## src/sv/tsb_pkg.sv

```systemverilog
`timescale 1ns / 1ps
// ----------------------------------------------------------------------------
// Tilt-shift blur blend package
// Shared sizes, register codes, tanh table, and controller/datapath bundles.
// ----------------------------------------------------------------------------
package tsb_pkg;

  localparam int MAX_WIDTH       = 1024;
  localparam int MAX_HEIGHT      = 1024;
  localparam int TANH_TABLE_SIZE = 256;

  localparam int COL_W     = $clog2(MAX_WIDTH);
  localparam int ROW_W     = $clog2(MAX_HEIGHT);
  localparam int DIM_W     = 11;
  localparam int CFG_W     = 14;
  localparam int CFG_IDX_W = 3;
  localparam int PIX_W     = 24;

  typedef enum logic [CFG_IDX_W-1:0] {
    REG_FRAME_WIDTH  = 3'd0,
    REG_FRAME_HEIGHT = 3'd1,
    REG_BAND_HEIGHT  = 3'd2,
    REG_FOCUS_ROW    = 3'd3,
    REG_DECAY_RATE   = 3'd4
  } cfg_reg_t;

  localparam logic [DIM_W-1:0] RESET_WIDTH  = 11'd640;
  localparam logic [DIM_W-1:0] RESET_HEIGHT = 11'd480;
  localparam logic [CFG_W-1:0] RESET_BAND   = 14'd1536;
  localparam logic [CFG_W-1:0] RESET_FOCUS  = 14'd3840;
  localparam logic [CFG_W-1:0] RESET_DECAY  = 14'd77;

  // tanh lookup: index over |x| in steps of 8/TANH_TABLE_SIZE
  localparam int TANH_IDX_W     = $clog2(TANH_TABLE_SIZE);
  localparam int TANH_SPAN_LOG2 = 3;
  localparam int TANH_Q_W       = TANH_IDX_W + 16;
  localparam int TANH_SHIFT     = TANH_Q_W - TANH_SPAN_LOG2;
  localparam int MAG_W          = 16;
  localparam int DIV_D_W        = 15;
  localparam int DIV_NUM_W      = MAG_W + TANH_SHIFT;
  localparam int DIV_CNT_W      = $clog2(DIV_NUM_W);

  localparam logic [16:0] ONE_Q16 = 17'h10000;

  // blur = floor((sum*111 + 500)/1000); /1000 by reciprocal multiply
  localparam int BLUR_MUL    = 111;
  localparam int BLUR_BIAS   = 500;
  localparam int RECIP_M     = 268436;
  localparam int RECIP_SHIFT = 28;

  typedef logic [16:0] tanh_table_t [TANH_TABLE_SIZE];

  // shift-and-subtract quotient, used only while building the table
  function automatic longint unsigned udiv64(longint unsigned num, longint unsigned den);
    longint unsigned q, r;
    q = 0;
    r = 0;
    for (int b = 63; b >= 0; b--) begin
      r = {r[62:0], num[b]};
      if (r >= den) begin
        r    = r - den;
        q[b] = 1'b1;
      end
    end
    return q;
  endfunction

  function automatic tanh_table_t build_tanh_table();
    tanh_table_t     tbl;
    longint unsigned h, h2, p3, p5, p7, p9, s, t, v;
    h  = (64'd1 << 33) / TANH_TABLE_SIZE;
    h2 = (h * h) >> 30;
    p3 = (h * h2) >> 30;
    p5 = (p3 * h2) >> 30;
    p7 = (p5 * h2) >> 30;
    p9 = (p7 * h2) >> 30;
    s  = h + udiv64(2 * p5, 64'd15) + udiv64(62 * p9, 64'd2835)
           - udiv64(p3, 64'd3) - udiv64(17 * p7, 64'd315);
    t  = 0;
    for (int k = 0; k < TANH_TABLE_SIZE; k++) begin
      v = (t + 64'd8192) >> 14;
      tbl[k] = (v > 64'd65536) ? ONE_Q16 : v[16:0];
      t = udiv64((t + s) << 30, (64'd1 << 30) + ((t * s) >> 30));
    end
    return tbl;
  endfunction

  localparam tanh_table_t TANH_TABLE = build_tanh_table();

  typedef struct packed {
    logic       capture;
    logic       load;
    logic       alpha_start;
    logic       alpha_sel;
    logic       alpha_wait;
    logic       emit_sum;
    logic       emit_scale;
    logic       emit_recip;
    logic       emit_push;
    logic [1:0] emit_sel;
    logic       emit_last;
  } tsb_cmd_t;

  typedef struct packed {
    logic r_ge1;
    logic c_ge1;
    logic c_end;
    logic r_last;
    logic alpha_done;
    logic out_free;
  } tsb_status_t;

endpackage

```

## src/sv/tsb_ctrl.sv

```systemverilog
`timescale 1ns / 1ps
// ----------------------------------------------------------------------------
// Tilt-shift controller
// Sequences one pixel request: capture, window load, row weights, then up to
// four result passes through the blend stages.
// ----------------------------------------------------------------------------
module tsb_ctrl (
  input  logic                 clk,
  input  logic                 rst,
  input  logic                 in_valid,
  output logic                 in_ready,
  output tsb_pkg::tsb_cmd_t    cmd,
  input  tsb_pkg::tsb_status_t status
);

  typedef enum logic [3:0] {
    S_IDLE,
    S_LOAD,
    S_ALPHA_A_GO,
    S_ALPHA_A_WAIT,
    S_ALPHA_B_GO,
    S_ALPHA_B_WAIT,
    S_SUM,
    S_SCALE,
    S_RECIP,
    S_PUSH
  } state_t;

  state_t     state;
  logic [1:0] emit_idx;
  logic [1:0] nxt;
  logic       has_next;

  always_comb begin
    has_next = 1'b0;
    nxt      = emit_idx;
    unique case (emit_idx)
      2'd0: begin
        if (status.c_end) begin
          has_next = 1'b1;
          nxt      = 2'd1;
        end else if (status.r_last) begin
          has_next = 1'b1;
          nxt      = 2'd2;
        end
      end
      2'd1: begin
        has_next = status.r_last;
        nxt      = 2'd2;
      end
      2'd2: begin
        has_next = status.c_end;
        nxt      = 2'd3;
      end
      default: begin
        has_next = 1'b0;
        nxt      = emit_idx;
      end
    endcase

    in_ready        = state == S_IDLE;
    cmd.capture     = (state == S_IDLE) && in_valid;
    cmd.load        = state == S_LOAD;
    cmd.alpha_start = (state == S_ALPHA_A_GO) || (state == S_ALPHA_B_GO);
    cmd.alpha_sel   = (state == S_ALPHA_B_GO) || (state == S_ALPHA_B_WAIT);
    cmd.alpha_wait  = (state == S_ALPHA_A_WAIT) || (state == S_ALPHA_B_WAIT);
    cmd.emit_sum    = state == S_SUM;
    cmd.emit_scale  = state == S_SCALE;
    cmd.emit_recip  = state == S_RECIP;
    cmd.emit_push   = (state == S_PUSH) && status.out_free;
    cmd.emit_sel    = emit_idx;
    cmd.emit_last   = !has_next;
  end

  always_ff @(posedge clk) begin
    if (rst) begin
      state    <= S_IDLE;
      emit_idx <= 2'd0;
    end else begin
      unique case (state)
        S_IDLE: begin
          if (in_valid) state <= S_LOAD;
        end
        S_LOAD: begin
          emit_idx <= 2'd0;
          state    <= (status.r_ge1 && status.c_ge1) ? S_ALPHA_A_GO : S_IDLE;
        end
        S_ALPHA_A_GO: state <= S_ALPHA_A_WAIT;
        S_ALPHA_A_WAIT: begin
          if (status.alpha_done) state <= status.r_last ? S_ALPHA_B_GO : S_SUM;
        end
        S_ALPHA_B_GO: state <= S_ALPHA_B_WAIT;
        S_ALPHA_B_WAIT: begin
          if (status.alpha_done) state <= S_SUM;
        end
        S_SUM:   state <= S_SCALE;
        S_SCALE: state <= S_RECIP;
        S_RECIP: state <= S_PUSH;
        S_PUSH: begin
          if (status.out_free) begin
            if (has_next) begin
              emit_idx <= nxt;
              state    <= S_SUM;
            end else begin
              state <= S_IDLE;
            end
          end
        end
        default: state <= S_IDLE;
      endcase
    end
  end

endmodule

```

## config.mk

```make
export PLATFORM = sky130hd
export DESIGN_NAME = tsb_ctrl
export DESIGN_NICKNAME = d
export VERILOG_FILES = /design/src/sv/tsb_pkg.sv /design/src/sv/tsb_ctrl.sv
export SDC_FILE = /design/constraint.sdc
export NUM_CORES = 1
export LEC_CHECK = 0
export ABC_AREA = 1
export CAP_MARGIN = 20
export CORE_AREA = 2 2 39 41
export DETAILED_ROUTE_END_ITERATION = 6
export DIE_AREA = 0 0 41 43
export DONT_BUFFER_PORTS = 1
export PLACE_DENSITY_LB_ADDON = 0.3
export SYNTH_ARGS = -nofsm -noshare
export SYNTH_HDL_FRONTEND = slang
export SYNTH_SLANG_ARGS = --single-unit
```

## constraint.sdc

```tcl
create_clock -name clk -period 1.82 [get_ports clk]
set_input_delay 0.364 -clock clk [delete_from_list [all_inputs] [get_ports clk]]
set_output_delay 0.364 -clock clk [all_outputs]
set_load 0.02 [all_outputs]
```

==> impl_results.md <==
* Critical path's largest stage delay at 0.54 ns
* Mapped Area at 639 um2
* Later-pin clock latency in the skew report at 0.24 ns
* Slowest CP cell: dfxtp_1
* Final net count at 123
* Setup Skew at 0.00555 ns
* Synthesized flop and latch total at 6
* Fin cells at 124
* Drt drc at 0
* Max Slew Vio Count at 0
* Share of layout cells above drive strength 1 at 29.6%
* Worst Hold Class: in2reg
* PwrDens at 532 nW/um2
* Min Tclk post-route at 1.69 ns
* Unique masters post-synth at 23
* Gates resized, CTS repair at 0
* Setup violators final at 0
* R2R Setup Slk at 0.41 ns
* CP required at 1.46 ns
* CP startpoint: state[1]$_SDFFE_PP0P_
* Crit start category: flop
* Final Routed Wirelength at 1300 um
* Max Fclk at 591 MHz
* Syn-to-layout area delta at 12.3%
* WS Path Type: reg2out
* MaxCap Viol Count at 0
* Worst-margin pin slew at 0.495 ns
* Reg2Reg Depth at 8
* Hpwl dp at 1090 um
* Starting density of the core at 46.2%
* Avg Cell Area, Syn at 6.39 um2
* Syn nets at 113
* Gate Count Post-Synth at 100
* Count of input and output buffers at 0
* CP endpoint: cmd[9]
* TritonCTS clock tree: done
* Die H at 43 um
* Synthesis Warnings at 0
* Grt ovf at 0
* First-pass GRT wire length at 2130 um
* Commonest non-fill, non-tap cells in the layout: nand2_1, inv_1, nor2_1
* Crit Path Max Fanout at 10
* RSZ-0062 raised after global routing: false
* CTS Buf Count at 3
* Diodes inserted at 0
* CTS Root Cell: clkbuf_4
* Register area share after synthesis at 18.8%
* Reg2reg start: state[1]$_SDFFE_PP0P_
* Post-CTS setup buffer count at 0
* Fillers at 147
* VDD IR max at 0.000303 V
* Via Count at 622
* Hold Fails Final Rpt at 0
* Clk pin slew, worst setup/hold paths at 0.04 ns
* Routed len/inst at 10.5 um
* Post-CTS Hold Fix Bufs at 0
* Slew HR at 67.5%
* Crit path capture type: output pin
* Largest net degree at the start of global routing at 11
* FF-to-FF End: state[2]$_SDFFE_PP0P_
* GPL Wtd Cong at 0.821
* Outcome: finished clean
* Antenna violations before repair at 0
* Number of global-route vias before repair at 551
* Crit path cell chain: nand2_1 > o22ai_1
* Crit path DAT at 1.33 ns
* Die X at 41 um
* Final period util at 93.0%
* Clk sinks at 6
* Max H-tree Level at 1
* Die area at 1760 um2
* Core area at 1380 um2
* DRT Pass-1 Iters at 4
* Final ANT Viol Nets at 0
* Bufs on Longest Clock Path at 2
* Cell total after placement at 121
* Vias per cell at 5.02
* GRT Util Overall at 17.2%
* Leak at 0.357 nW
* Rows at 14
* Final setup TNS at 0 ns
* Commonest non-fill, non-tap cell in the layout: nand2_1
* Ports at 22
* Initial DRC count at 17
-- report_power, final --
| part | total [mW] | internal [mW] | switching, mW |
|---|---|---|---|
| Sequential | 0.147 | 0.137 | 0.0103 |
| Clock | 0.116 | 0.0742 | 0.0420 |
| Combinational | 0.119 | 0.0394 | 0.0791 |
-- flip-flops by register name (all words and copies together) (netlist names) --
name	count
state	4
emit_idx	2
-- cell families (layout without fill, tap and decap cells) --
logic type / Yosys count / count (layout) / synth area share (%)
buffers and inverters: 20 / 28 / 12.9
and+or+nand+nor: 55 / 55 / 45.6
DFF: 6 / 6 / 18.8
adders and majority gates: 4 / 4 / 7.83
AOI/OAI and AO/OA: 15 / 15 / 14.9
-- through the flow --
| stage | hold WS, ns | instance area (um2) | power (mW) | worst slack, ns | utilization [%] |
|---|---|---|---|---|---|
| 2_1_floorplan | 0.433 | 639 | 0.247 | 0.281 | - |
| 3_3_place_gp | 0.438 | 693 | 0.266 | 0.391 | 50.1 |
| 3_5_place_dp | 0.437 | 693 | 0.268 | 0.349 | 50.1 |
| 4_1_cts | 0.180 | 716 | 0.390 | 0.0797 | 51.7 |
| 5_1_grt | 0.180 | 718 | 0.404 | 0.0327 | 51.9 |
| 6_report | 0.184 | 718 | 0.382 | 0.128 | 51.9 |
-- area by class of cell --
cell class	instances	area, um2	share of cell area (%)
multi-input combinational	74	437	60.8
sequential	6	123	17.1
inverter	19	71.3	9.93
timing repair buffer	6	45.0	6.27
clock buffer	3	22.5	3.14
tap	16	20.0	2.79
-- critical path, delay by kind of cell (launching register included) --
kind,cells,cell delay [ns]
flip-flops,1,0.54
AO/OA/AOI/OAI,1,0.42
AND/OR/NAND/NOR,1,0.13
-- cell usage after synthesis --
library cell  count  area (um2)
a21oi_1           6        30.0
a21oi_2           1        8.76
a21oi_4           1        16.3
buf_6             1        11.3
clkinv_1          1        3.75
dfxtp_1           6         120
ha_1              4        50.1
inv_1            15        56.3
inv_2             3        11.3
nand2_1          19        71.3
nand2_2           5        31.3
nand2_4           3        33.8
nand3_1           5        25.0
nand3b_1          1        7.51
nand4_1           3        18.8
nor2_1           11        41.3
nor2_2            3        18.8
nor2_4            3        33.8
nor3_1            2        10.0
o21ai_0           3        15.0
o21ai_1           2        10.0
o21ai_2           1        8.76
o22ai_1           1        6.26
-- worst min path at each step --
stage / endpoint / from / depth (start not counted) / slack, ns
2_1_floorplan: emit_idx[0]$_SDFFE_PP0P_ / rst / 1 / 0.43
3_3_place_gp: state[3]$_SDFFE_PP0P_ / rst / 1 / 0.44
3_5_place_dp: emit_idx[1]$_SDFFE_PP0P_ / rst / 1 / 0.44
4_1_cts: state[3]$_SDFFE_PP0P_ / rst / 1 / 0.18
5_1_grt: emit_idx[0]$_SDFFE_PP0P_ / rst / 1 / 0.18
6_report: emit_idx[0]$_SDFFE_PP0P_ / rst / 1 / 0.18
-- layer usage --
metal | global-route usage [%] | part of all wire (%) | up-vias
li1 | - | - | 333
met1 | 23.3 | 44 | 274
met2 | 26.3 | 51 | 15
met3 | 1.57 | 4.6 | 0
met4 | 8.00 | 0 | 0
met5 | 0 | 0 | -
Power figures use the tool's default switching activity.
